--- config.mk ---
export PLATFORM = sky130hd
export DESIGN_NAME = ddo_cordic_stage
export DESIGN_NICKNAME = d
export VERILOG_FILES = /design/src/rtl/ddo_pkg.sv /design/src/rtl/ddo_cordic_stage.sv
export SDC_FILE = /design/constraint.sdc
export NUM_CORES = 1
export LEC_CHECK = 0
export ABC_CLOCK_PERIOD_IN_PS = 800
export BUFFER_PORTS_ARGS = -buffer_cell sky130_fd_sc_hd__clkbuf_2
export CORE_AREA = 2 2 300 302
export DETAILED_ROUTE_END_ITERATION = 12
export DIE_AREA = 0 0 302 304
export MAX_ROUTING_LAYER = met4
export PLACE_DENSITY = 0.55
export SLEW_MARGIN = 0
export SYNTH_ARGS = -nofsm -noshare
export SYNTH_HDL_FRONTEND = slang
export SYNTH_SLANG_ARGS = --single-unit
--- constraint.sdc ---
create_clock -name clk_i -period 0.8 [get_ports clk_i]
set_input_delay 0.04 -clock clk_i [delete_from_list [all_inputs] [get_ports clk_i]]
set_output_delay 0.04 -clock clk_i [all_outputs]
set_load 0.02 [all_outputs]
--- src/rtl/ddo_pkg.sv ---
`default_nettype none

package ddo_pkg;

  // width of the theta numerator, also the number of divider steps
  localparam int unsigned NumW = 57;
  // theta divisor and remainder width (twice the wheel base)
  localparam int unsigned DthW = 21;
  // radius divisor and remainder width (twice the wheel difference)
  localparam int unsigned DrW = 33;
  // angle residue modulo two pi, q24
  localparam int unsigned ModW = 27;
  // cordic angle accumulator
  localparam int unsigned ZW = 28;
  // position offset from the centre of curvature
  localparam int unsigned OffW = 35;
  // position vector inside the cordic, 6 guard bits
  localparam int unsigned PosW = 42;
  // heading vector inside the cordic, 16 guard bits
  localparam int unsigned HdW = 35;
  localparam int unsigned AtanEntries = 24;

  localparam logic [ModW-1:0] TwoPiQ24 = 27'd105414357;
  localparam logic signed [ZW-1:0] TwoPiZ = 28'sd105414357;
  localparam logic signed [ZW-1:0] PiZ = 28'sd52707179;
  localparam logic signed [ZW-1:0] HalfPiZ = 28'sd26353589;

  // converged cordic gain, q30
  localparam logic [29:0] GainQ30 = 30'd652032874;

  // atan(2^-i) in q24
  localparam logic [23:0] AtanQ24 [AtanEntries] = '{
    24'd13176795, 24'd7778716, 24'd4110060, 24'd2086331,
    24'd1047214, 24'd524117, 24'd262123, 24'd131069,
    24'd65536, 24'd32768, 24'd16384, 24'd8192,
    24'd4096, 24'd2048, 24'd1024, 24'd512,
    24'd256, 24'd128, 24'd64, 24'd32,
    24'd16, 24'd8, 24'd4, 24'd2
  };

  typedef struct packed {
    logic signed [31:0] px;
    logic signed [31:0] py;
    logic signed [15:0] hx;
    logic signed [15:0] hy;
    logic signed [31:0] dr;
    logic               straight;
  } pose_t;

  typedef struct packed {
    pose_t           pose;
    logic            th_neg;
    logic            r_neg;
    logic [NumW-1:0] nth;
    logic [DthW-1:0] dth;
    logic [DthW-1:0] rth;
    logic [ModW-1:0] m;
    logic [NumW-1:0] nr;
    logic [DrW-1:0]  drr;
    logic [DrW-1:0]  rr;
    logic [31:0]     qr;
    logic            ovf;
  } div_stage_t;

  typedef struct packed {
    pose_t                  pose;
    logic signed [OffW-1:0] ox;
    logic signed [OffW-1:0] oy;
    logic signed [PosW-1:0] qx;
    logic signed [PosW-1:0] qy;
    logic signed [HdW-1:0]  gx;
    logic signed [HdW-1:0]  gy;
    logic signed [ZW-1:0]   z;
  } cordic_t;

endpackage

`default_nettype wire

--- src/rtl/ddo_cordic_stage.sv ---
`default_nettype none

module ddo_cordic_stage import ddo_pkg::*; #(
  parameter int unsigned STAGE = 0
) (
  input  wire logic clk_i,
  input  wire logic rst_ni,
  input  wire logic en_i,
  input  wire logic valid_i,
  input  cordic_t   data_i,
  output logic      valid_o,
  output cordic_t   data_o
);

  cordic_t data_d;
  cordic_t data_q;
  logic    valid_q;

  always_comb begin
    logic signed [PosW-1:0] qx, qy, sqx, sqy;
    logic signed [HdW-1:0]  gx, gy, sgx, sgy;
    logic signed [ZW-1:0]   z, step;
    qx = data_i.qx;
    qy = data_i.qy;
    gx = data_i.gx;
    gy = data_i.gy;
    z = data_i.z;
    sqx = qx >>> STAGE;
    sqy = qy >>> STAGE;
    sgx = gx >>> STAGE;
    sgy = gy >>> STAGE;
    step = $signed({{(ZW-24){1'b0}}, AtanQ24[STAGE]});
    data_d = data_i;
    // z not negative turns anticlockwise
    if (!z[ZW-1]) begin
      data_d.qx = qx - sqy;
      data_d.qy = qy + sqx;
      data_d.gx = gx - sgy;
      data_d.gy = gy + sgx;
      data_d.z = z - step;
    end else begin
      data_d.qx = qx + sqy;
      data_d.qy = qy - sqx;
      data_d.gx = gx + sgy;
      data_d.gy = gy - sgx;
      data_d.z = z + step;
    end
  end

  always_ff @(posedge clk_i or negedge rst_ni) begin
    if (!rst_ni) begin
      valid_q <= 1'b0;
    end else if (en_i) begin
      valid_q <= valid_i;
    end
  end

  always_ff @(posedge clk_i) begin
    if (en_i) begin
      data_q <= data_d;
    end
  end

  assign valid_o = valid_q;
  assign data_o  = data_q;

endmodule

`default_nettype wire

Word level (Yosys, flattened, before mapping)

Cells that the tools add are included.
Widths: inputs -> output; s select.

Input bits: 385
Register bits after elaboration: 382
Word-level logic and storage cells: 23

Muxes and demuxes: 1
Add/subtract/negate cells: 8

Operators with widths:

| cell                   | number |
|---|---|
| $mux 182               | 1 |
| $sub 42x42->42         | 2 |
| $sub 35x35->35         | 2 |
| $add 42x42->42         | 1 |
| $add 35x35->35         | 1 |
| $add 28x25->28 const B | 1 |
| $sub 28x25->28 const B | 1 |

Depth between registers and ports, before layout

Depth after elaboration: 2
Mapped depth: 15

Worst setup path before layout

No wires, ideal clock.

Path type: input to register
From: input port data_i[27] in the netlist's numbering
To: register data_q (netlist bit data_o[26]) (data pin)
Setup time: 265 ps
Buffers on the path: 3
Slack: -2944 ps
Stages on the path: 15
Arrival: 3479 ps
Path through: clkbuf_1 clkinv_1 clkbuf_1 buf_1 fa_1 nor2b_1 o21ai_0 a21boi_0 o21a_1 o21ai_1 a311oi_1 o31ai_2 a2111oi_0 or4_1 nand3_1

RTL lines:

| element              | line                   | RTL |
|---|---|---|
| from (decl)          | ddo_cordic_stage.sv:10 | `input cordic_t data_i,` |
| to (signal assigned) | ddo_cordic_stage.sv:60 | `data_q <= data_d;` |
| to (decl)            | ddo_cordic_stage.sv:16 | `cordic_t data_q;` |

==> reports/qor.txt <==
Status -> complete, but fails checks
Violated checks -> negative hold slack, negative setup slack
Global route overflow -> 0
Slew Limit Fails -> 0
Synth Instances -> 2580
Post-route cell area -> 47600 um2
Final setup violation count -> 658
Synth Cell Area -> 25800 um2
Max FO, Critical Path -> 4
P per Cell Area -> 1720 nW/um2
Post-synth cell types -> 98
Synth top cells by count -> 379 x edfxtp_1, 300 x a21oi_1, 251 x ha_1
Final Hold Fails -> 13
Worst setup SP type -> primary input
1st-iter DRT viols -> 1739
Top Ports -> 767
VDD IR max -> 2.16 mV
Yosys warns -> 0
Crit path arrival time -> 2.74 ns
Die width -> 302 um
Largest cells by area after synthesis -> edfxtp_1 44%, ha_1 12%, a21oi_1 5.8%
Synthesized area per cell -> 10.0 um2
Slew at the pin closest to its max-slew limit -> 1.07 ns
Pin count of the biggest net entering global routing -> 96
Sink Count -> 380
Via count of the first global-routing pass -> 28700
Clock root buffer -> clkbuf_16
Crit path required time -> 1.18 ns
TritonCTS clock tree -> yes
Core area -> 89000 um2
Final WL -> 130000 um
Critical path class -> in -> reg
Fin crit share -> 295%
Clock transition at path regs -> 0.06 ns
Detailed Routing Iterations Pass 1 -> 5
Max_cap viols -> 0
RSZ-0062 raised after global routing -> yes
Clock Tree Buf Depth -> 3
Net count, final -> 5154
Row count -> 110
Hold buffer count at cts -> 215
Slack of the critical path -> -1.56 ns
TNS Setup -> -387.37 ns
Area growth syn-to-layout -> 84.3%
Max_slew headroom -> 28.9%
PortBufs -> 766
Die Y -> 304 um
Post-Syn Nets -> 3223
Yosys top cell area share -> 44.1%
Leakage power -> 21.3 nW
Fin util -> 53.5%
Vias -> 28200
Hold Slack -> -0.0750 ns
# fillers -> 7882
Worst-Skew Late Latency -> 0.63 ns
Fraction of layout instances using a drive strength above 1 -> 52.9%
Post-synth EDFFs -> 379
Seq/Total Area, Yosys -> 44.2%
# DRC -> 0
Final critical-path required period -> 2.36 ns
Area post-placement -> 38700 um2
Async set-or-reset flop fraction in the synthesized netlist -> 0.263%
Register bit total from synthesis -> 380
Gr usage total -> 27.8%
Max Freq -> 424 MHz
CP Capture Type -> register
Global-route wire length before repair -> 185000 um
Post-DRT Antenna Nets -> 0
Inserted Clock Buffers -> 46
Initial Util -> 29.0%
Top-count cell post-synth -> edfxtp_1
Die Area -> 91800 um2
Final GP Congestion -> 0.965
H-tree Lvls -> 2
Min-Delay Path Class -> in -> reg
Synth Flop Type -> edfxtp_1
Initial antenna violation count -> 16
Post-synth top area cell -> edfxtp_1
Avg WL per Cell -> 22.7 um
Vias per cell -> 4.91
Final Skew -> 0 ns
DP Wirelength -> 101000 um
-- sequential cells by signal (all words and copies together), names as in the netlist --
register and count:
data_o 379, valid_o 1
-- worst max-delay path, cell delays in order --
cell	delay (ns)
clkbuf_16	0.13
buf_8	0.12
ha_4	0.16
fa_2	0.37
a221oi_4	0.27
buf_6	0.16
nor3_4	0.06
o31ai_4	0.39
nand3_2	0.17
a41oi_2	0.18
buf_6	0.16
buf_6	0.12
nor2_1	0.04
a21o_1	0.22
xnor2_2	0.15
-- metrics by stage --
step | total power [mW] | std cells | hold WS, ns | setup slack (ns)
after detailed placement | 53.3 | 5309 | -0.183 | -2.40
after CTS | 80.4 | 5665 | -0.117 | -1.55
after floorplan | 39.4 | 2580 | -0.256 | -1.98
after global routing | 85.1 | 5737 | -0.0827 | -1.58
after global placement | 53.4 | 5309 | -0.185 | -2.34
final | 81.8 | 5739 | -0.0750 | -1.56
-- cell type report --
type	instances	area, um2	share of cell area, %
inverters	251	1060	2.23
flip-flops and latches	380	11400	24.0
clock inverters	31	398	0.836
clock buffers	52	1170	2.47
multi-input cells	1845	16600	34.9
well taps	1176	1470	3.09
diodes	17	42.5	0.0894
repair buffers	1987	15400	32.4
-- worst paths after layout --
kind,slack [ns],cells past startpoint,start,to
max reg2reg,0.03,1,valid_o,valid_o
max in group asynchronous,0.39,3,rst_ni,valid_o
max,-1.56,15,data_i[140],data_o[170]
min in group asynchronous,0.29,3,rst_ni,valid_o
min reg2reg,0.52,1,valid_o,valid_o
min,-0.07,4,data_i[4],data_o[4]
-- cell families after synthesis --
| logic type | after synthesis | synth area share [%] |
|---|---|---|
| buf+inv | 355 | 5.39 |
| fa+ha+maj | 258 | 12.7 |
| simple gates | 549 | 10.2 |
| compound gates | 841 | 20.7 |
| mux | 32 | 1.25 |
| flops | 380 | 44.2 |
| xor+xnor | 165 | 5.59 |
-- per-layer routing --
layer	wire length, um	share of wire (%)	track usage, %	up-vias
li1	-	-	-	13300
met1	51100	39	31.9	13700
met2	64500	50	47.6	965
met3	8770	6.7	5.97	239
met4	5620	4.3	9.80	0
met5	0	0	-	-
-- placed cells by master (no fill, tap or decap), types with 104 or more instances in the layout --
cell type,instances
edfxtp_1,379
ha_1,180
nor2_1,162
clkbuf_2,630
xnor2_1,107
nand2_1,104
buf_4,892
a21oi_1,198
dlygate4sd3_1,213
inv_1,198
-- power breakdown --
group	internal (mW)	total, mW	switching, mW
sequential	25.1	26.4	1.32
clock	12.9	22.4	9.43
combinational	15.4	33.0	17.6
-- timing repair --
| action | CTS | global route |
|---|---|---|
| gates cloned | 1 | 1 |
| hold endpoints to repair | 322 | 13 |
| setup buffers | 67 | 74 |
| gates resized for setup | 591 | 328 |
| pin swaps | 207 | 241 |
| endpoints found under the setup margin | 553 | 933 |
Note: power is estimated with default switching activity, not from simulation.
