===== src/rtl/ddo_pkg.sv =====
`default_nettype none

package ddo_pkg;

  // width of the theta numerator, also the number of divider steps
  localparam int unsigned NumW = 57;
  // theta divisor and remainder width (twice the wheel base)
  localparam int unsigned DthW = 21;
  // radius divisor and remainder width (twice the wheel difference)
  localparam int unsigned DrW = 33;
  // angle residue modulo two pi, q24
  localparam int unsigned ModW = 27;
  // cordic angle accumulator
  localparam int unsigned ZW = 28;
  // position offset from the centre of curvature
  localparam int unsigned OffW = 35;
  // position vector inside the cordic, 6 guard bits
  localparam int unsigned PosW = 42;
  // heading vector inside the cordic, 16 guard bits
  localparam int unsigned HdW = 35;
  localparam int unsigned AtanEntries = 24;

  localparam logic [ModW-1:0] TwoPiQ24 = 27'd105414357;
  localparam logic signed [ZW-1:0] TwoPiZ = 28'sd105414357;
  localparam logic signed [ZW-1:0] PiZ = 28'sd52707179;
  localparam logic signed [ZW-1:0] HalfPiZ = 28'sd26353589;

  // converged cordic gain, q30
  localparam logic [29:0] GainQ30 = 30'd652032874;

  // atan(2^-i) in q24
  localparam logic [23:0] AtanQ24 [AtanEntries] = '{
    24'd13176795, 24'd7778716, 24'd4110060, 24'd2086331,
    24'd1047214, 24'd524117, 24'd262123, 24'd131069,
    24'd65536, 24'd32768, 24'd16384, 24'd8192,
    24'd4096, 24'd2048, 24'd1024, 24'd512,
    24'd256, 24'd128, 24'd64, 24'd32,
    24'd16, 24'd8, 24'd4, 24'd2
  };

  typedef struct packed {
    logic signed [31:0] px;
    logic signed [31:0] py;
    logic signed [15:0] hx;
    logic signed [15:0] hy;
    logic signed [31:0] dr;
    logic               straight;
  } pose_t;

  typedef struct packed {
    pose_t           pose;
    logic            th_neg;
    logic            r_neg;
    logic [NumW-1:0] nth;
    logic [DthW-1:0] dth;
    logic [DthW-1:0] rth;
    logic [ModW-1:0] m;
    logic [NumW-1:0] nr;
    logic [DrW-1:0]  drr;
    logic [DrW-1:0]  rr;
    logic [31:0]     qr;
    logic            ovf;
  } div_stage_t;

  typedef struct packed {
    pose_t                  pose;
    logic signed [OffW-1:0] ox;
    logic signed [OffW-1:0] oy;
    logic signed [PosW-1:0] qx;
    logic signed [PosW-1:0] qy;
    logic signed [HdW-1:0]  gx;
    logic signed [HdW-1:0]  gy;
    logic signed [ZW-1:0]   z;
  } cordic_t;

endpackage

`default_nettype wire


===== src/rtl/ddo_div_stage.sv =====
`default_nettype none

module ddo_div_stage import ddo_pkg::*; #(
  parameter int unsigned BIT_IDX = 0
) (
  input  wire logic       clk_i,
  input  wire logic       rst_ni,
  input  wire logic       en_i,
  input  wire logic       valid_i,
  input  div_stage_t      data_i,
  output logic            valid_o,
  output div_stage_t      data_o
);

  div_stage_t data_d;
  div_stage_t data_q;
  logic       valid_q;

  always_comb begin
    logic [DthW:0] th_try;
    logic          th_bit;
    logic [ModW:0] m_try;
    logic [DrW:0]  r_try;
    logic          r_bit;
    data_d = data_i;
    // one restoring step of the angle quotient
    th_try = {data_i.rth, data_i.nth[BIT_IDX]};
    th_bit = (th_try >= {1'b0, data_i.dth});
    data_d.rth = th_bit ? DthW'(th_try - {1'b0, data_i.dth}) : th_try[DthW-1:0];
    // quotient bits fold straight into the residue modulo two pi
    m_try = {data_i.m, th_bit};
    data_d.m = (m_try >= {1'b0, TwoPiQ24}) ? ModW'(m_try - {1'b0, TwoPiQ24})
                                           : m_try[ModW-1:0];
    // one restoring step of the radius quotient, overflow is sticky
    r_try = {data_i.rr, data_i.nr[BIT_IDX]};
    r_bit = (r_try >= {1'b0, data_i.drr});
    data_d.rr = r_bit ? DrW'(r_try - {1'b0, data_i.drr}) : r_try[DrW-1:0];
    data_d.qr = {data_i.qr[30:0], r_bit};
    data_d.ovf = data_i.ovf | data_i.qr[31];
  end

  always_ff @(posedge clk_i or negedge rst_ni) begin
    if (!rst_ni) begin
      valid_q <= 1'b0;
    end else if (en_i) begin
      valid_q <= valid_i;
    end
  end

  always_ff @(posedge clk_i) begin
    if (en_i) begin
      data_q <= data_d;
    end
  end

  assign valid_o = valid_q;
  assign data_o  = data_q;

endmodule

`default_nettype wire


===== config.mk =====
export PLATFORM = sky130hd
export DESIGN_NAME = ddo_div_stage
export DESIGN_NICKNAME = d
export VERILOG_FILES = /design/src/rtl/ddo_pkg.sv /design/src/rtl/ddo_div_stage.sv
export SDC_FILE = /design/constraint.sdc
export NUM_CORES = 1
export LEC_CHECK = 0
export BUFFER_PORTS_ARGS = -buffer_cell sky130_fd_sc_hd__buf_2
export CORE_AREA = 2 2 327 329
export DETAILED_ROUTE_END_ITERATION = 10
export DIE_AREA = 0 0 329 331
export PLACE_DENSITY = 0.38
export REMOVE_ABC_BUFFERS = 1
export SLEW_MARGIN = 30
export SYNTH_ARGS = -nofsm -noshare
export SYNTH_HDL_FRONTEND = slang
export SYNTH_SLANG_ARGS = --single-unit

===== constraint.sdc =====
create_clock -name clk_i -period 2.6 [get_ports clk_i]
set_clock_uncertainty 0.2 [all_clocks]
set_input_delay 0.52 -clock clk_i [delete_from_list [all_inputs] [get_ports clk_i]]
set_output_delay 0.52 -clock clk_i [all_outputs]
set_load 0.02 [all_outputs]

* Word-level counts from Yosys, hierarchy flattened *
Cells that the tools add are included.

cells by class
  bitwise gates (word level) = 1
  order comparisons = 3
  $add $sub $neg = 3
  multiplexer cells = 3

operator list
  cell                                                                 number
  greater-or-equal comparator 34 x 33 -> 1 bit                         1
  2-to-1 mux 33 bit                                                    1
  subtractor 33 bit                                                    1
  greater-or-equal comparator 28 x 27 -> 1 bit, second input constant  1
  2-to-1 mux 27 bit                                                    1
  subtractor 27 bit, second input constant                             1
  greater-or-equal comparator 22 x 21 -> 1 bit                         1
  2-to-1 mux 21 bit                                                    1
  subtractor 21 bit                                                    1
  OR 1 bit                                                             1

storage, ports and cells
  register bits after elaboration = 414
  word-level logic and storage cells = 28
  output and inout bits = 414
  input bits = 417

* Depth between registers and ports, before layout *
  depth in word-level cells = 3
  depth in mapped cells = 22
  mapped depth without buffers = 19

* Worst setup path before layout *
Ideal clock, no wire load.

  path type = in2reg
  from = input port data_i[225] (netlist name)
  to = register data_q, in the netlist data_o[167], data pin
  buffers on the path = 3
  data required time = 2,142 ps
  arrival time = 4,222 ps
  setup time = 258 ps
  slack = -2,080 ps
  stages on the path = 22
  cells stage by stage = inv_1 > ha_1 > fa_1 > nand2b_1 > a21oi_2 > a21oi_2 > o211ai_2 > a211oi_4 > nor2_2 > inv_2 > buf_4 > buf_4 > ha_1 > nand2b_1 > a21oi_1 > o2111ai_1 > a21oi_2 > o22ai_2 > buf_2 > nor2_1 > nand4_1 > xnor2_1

RTL lines
  element               line                 source
  from (decl)           ddo_div_stage.sv:10  input div_stage_t data_i,
  to (signal assigned)  ddo_div_stage.sv:52  data_q <= data_d;
  to (decl)             ddo_div_stage.sv:16  div_stage_t data_q;

==> summary.md <==
| Metric | Value |
|---|---|
| Run status | `complete, but fails checks` |
| Failing checks | `setup timing` |
| CP arrival | `3.76 ns` |
| Syn-to-layout area delta | `86.9%` |
| Post-route DRC | `0` |
| Synth Cell Area | `17,000 um^2` |
| Crit. End Element | `flop` |
| Critical path buffers and inverters | `5` |
| CTS tree | `built` |
| Die ar. | `between 100,000 and 150,000 um^2` |
| Port Buffer Count | `830` |
| Synth Flop Type | `edfxtp_1` |
| First-pass GRT wire length | `109,000 um` |
| Cell repeated most along the worst path | `a21oi_4` |
| Starting density of the core | `around 16%` |
| TritonCTS Sinks | `414` |
| EDFF count, synth | `413` |
| Post-synth cell types | `76` |
| Number of hold violations in the final report | `0` |
| Slew margin rel. | `around two thirds` |
| Largest net degree at the start of global routing | `65` |
| Fin cells | `4,070` |
| Worst Tran Pin Value | `~0.50 ns` |
| Hold Path Class | `input port to flop` |
| Placed cell count | `3,568` |
| CTS clk-pin slew, worst paths | `about 0.060 ns` |
| Die Ht | `331 um` |
| VDD IR max | `0.000442 V` |
| Asr flop ratio synth | `0.242%` |
| CTS root buf | `clkbuf_16` |
| Layout cells sized above 1 | `51.4%` |
| Max Slew Vio Count | `0` |
| Hold_ws | `0.0566 ns` |
| Vias in the first global route | `16,276` |
| DR vias/cell | `3.81` |
| Cts bufs inserted | `49` |
| Critical setup path kind | `input port to flop` |
| Io pins | `831` |
| GP Congestion | `0.845` |
| DIE WIDTH | `329 um` |
| Grt total ovfl | `0` |
| Clk_lat worst skew | `roughly 0.61 ns` |
| Final-report setup violation count | `approximately 70` |
| Max Cap Viol | `0` |
| Synth Warn # | `0` |
| Power Total | `20,300 uW` |
| Crit path cell chain | `buf_8 > inv_4 > ha_4 > fa_2 > nand2b_4 > a21oi_4 > buf_12 > a21oi_4 > o211ai_4 > a211oi_4 > nor2_2 > inv_2 > ha_4 > nand2b_4 > a21oi_4 > o2111ai_2 > a21oi_2 > buf_4 > o22ai_4 > or3_1 > xnor2_1` |
| Via count | `15,524` |
| Peak Freq | `approximately 0.28 GHz` |
| Leakage power | `0.0135 uW` |
| Largest cells by area after synthesis | `edfxtp_1, ha_1, a21oi_1, inv_1, xnor2_1` |
| Global Route Usage Sum | `a little over an eighth` |
| Top cell type's share of synthesized area | `73.0%` |
| Cell Rows | `119` |
| Number of DRC markers in iteration 0 | `800` |
| Top Family by Delay on Critical Path | `compound AO/OA/AOI/OAI gates` |
| Final antenna-violating net count | `0` |
| Syn Inst Count | `1,116` |
| Yosys top cell by area | `edfxtp_1` |
| Startpoint types | `input port` |
| RSZ-0062 raised after global routing | `yes` |
| H-Tree Level Count | `2` |
| Seq/Total Area, Yosys | `between 70% and 80%` |
| Final #Nets | `3,103` |
| CP max-delay cell | `or3_1` |
| Per-cell routed wire length | `19.7 um` |
| Synthesized area per cell | `about 15 um^2` |
| Largest fanout on the critical path | `5` |
| Setup ws final | `-1.00 ns` |
| Total Wirelength | `~80,000 um` |
| DP HPWL | `63,200 um` |
| Final worst-path cycle share | `139%` |
| Critical Path RT | `2.76 ns` |
| Crit path largest cell delay | `0.37 ns` |
| Power density over cell area | `640 nW/um^2` |
| Worst-case clock buffer depth | `3` |
| Drt pass-1 iters | `5` |
| Flops & latches, synth | `414` |
| Initial antenna violation count | `20` |
| Core area | `105,000 um^2` |
| Minimum clock period | `3.60 ns` |
stage by stage:
stage	setup WS, ns	area (um^2)	TNS, ns	utilization [%]
2_1_floorplan	-2.04	16900	-80.88	-
3_3_place_gp	-2.18	24900	-104.15	23.7
3_5_place_dp	-2.27	24900	-106.53	23.7
4_1_cts	-1.06	31200	-31.06	29.7
5_1_grt	-1.11	31700	-35.29	30.2
6_report	-1.00	31700	-28.33	30.2
final timing paths:
| kind | cells after the start | from | end | slack (ns) |
|---|---|---|---|---|
| max | 21 | data_i[225] | data_o[161] | -1.00 |
| min | 3 | data_i[39] | data_o[40] | 0.06 |
| max reg2reg | 1 | valid_o | valid_o | 1.65 |
| min reg2reg | 1 | valid_o | valid_o | 0.32 |
| max in group asynchronous | 2 | rst_ni | valid_o | 2.03 |
| min in group asynchronous | 2 | rst_ni | valid_o | 0.09 |
state kept, by name, indices dropped and copies added, names as in the netlist:
| register | count |
|---|---|
| valid_o | 1 |
| data_o | 413 |
cells in the mapped netlist (19+ instances only):
master	count
nor2_1	64
nand2_1	64
nand3_1	19
a21oi_1	68
xnor2_1	32
xor2_1	31
o21ai_0	28
ha_1	56
a21o_1	24
inv_1	75
o21ai_1	23
edfxtp_1	413
report_power, final:
part | switching (uW) | leakage [uW] | total [uW] | internal [uW]
Sequential | 215 | 0.00405 | 8290 | 8080
Clock | 2910 | 0.000816 | 7270 | 4360
Combinational | 2660 | 0.00864 | 4760 | 2100
cell type report:
| type | count | area (um^2) |
|---|---|---|
| flip-flops and latches | 414 | 12400 |
| clock inverters | 29 | 378 |
| well taps | 1391 | 1740 |
| clock buffers | 61 | 1300 |
| repair buffers | 1485 | 10500 |
| multi-input cells | 601 | 5080 |
| diodes | 12 | 30.0 |
| fillers | 10843 | 73200 |
| inverters | 77 | 315 |
repair_timing:
item                       in CTS  in global routing
hold endpoints to repair      364                  0
resized for setup             165                100
setup endpoints to repair      82                 82
hold buffers                  365                  0
setup buffers                  22                 13
pin swaps                      65                 68
cloned                          6                  0
per-layer routing:
layer  track usage [%]  part of all wire [%]
met1              16.8                    41
met2              22.6                    48
met3              4.31                   7.7
met4              5.15                   2.9
met5                 0                  0.16
tightest hold or removal path, cell delays in order:
cell	delay [ns]
buf_6	0.09
nor2_4	0.04
a21oi_1	0.10
logic make-up (layout without fill, tap and decap cells):
kind of cell	count (synthesis)	in the layout	synth area share [%]
XOR/XNOR	63	63	3.25
multiplexers	5	5	0.354
other	0	12	0
AO/OA/AOI/OAI	234	234	9.34
adder cells (fa/ha/maj)	58	58	4.36
buffers and inverters	101	1652	2.47
flip-flops	414	414	73.2
AND/OR/NAND/NOR	241	241	7.07
layout by cell type, fill, tap and decap left out, types with 7 or more instances in the layout:
| master | netlist | layout |
|---|---|---|
| a21o_1 | 24 | 24 |
| a21oi_1 | 68 | 51 |
| a21oi_2 | 3 | 13 |
| a21oi_4 | 0 | 7 |
| and3_1 | 10 | 8 |
| buf_12 | 0 | 19 |
| buf_2 | 14 | 816 |
| buf_4 | 2 | 253 |
| buf_6 | 2 | 22 |
| bufinv_16 | 0 | 8 |
| clkbuf_1 | 6 | 10 |
| clkbuf_16 | 0 | 50 |
| clkinv_1 | 0 | 9 |
| diode_2 | 0 | 12 |
| dlygate4sd3_1 | 0 | 365 |
| edfxtp_1 | 413 | 413 |
| ha_1 | 56 | 43 |
| ha_4 | 0 | 11 |
| inv_1 | 75 | 66 |
| nand2_1 | 64 | 45 |
| nand2_2 | 0 | 16 |
| nand2b_1 | 10 | 8 |
| nand3_1 | 19 | 16 |
| nand4_1 | 12 | 12 |
| nor2_1 | 64 | 37 |
| nor2_2 | 1 | 14 |
| nor2_4 | 0 | 14 |
| nor2b_1 | 8 | 7 |
| nor3_1 | 17 | 11 |
| o21a_1 | 12 | 12 |
| o21ai_0 | 28 | 15 |
| o21ai_1 | 23 | 23 |
| o21ai_2 | 1 | 14 |
| xnor2_1 | 32 | 28 |
| xor2_1 | 31 | 30 |
Note: power is estimated with default switching activity, not from simulation.
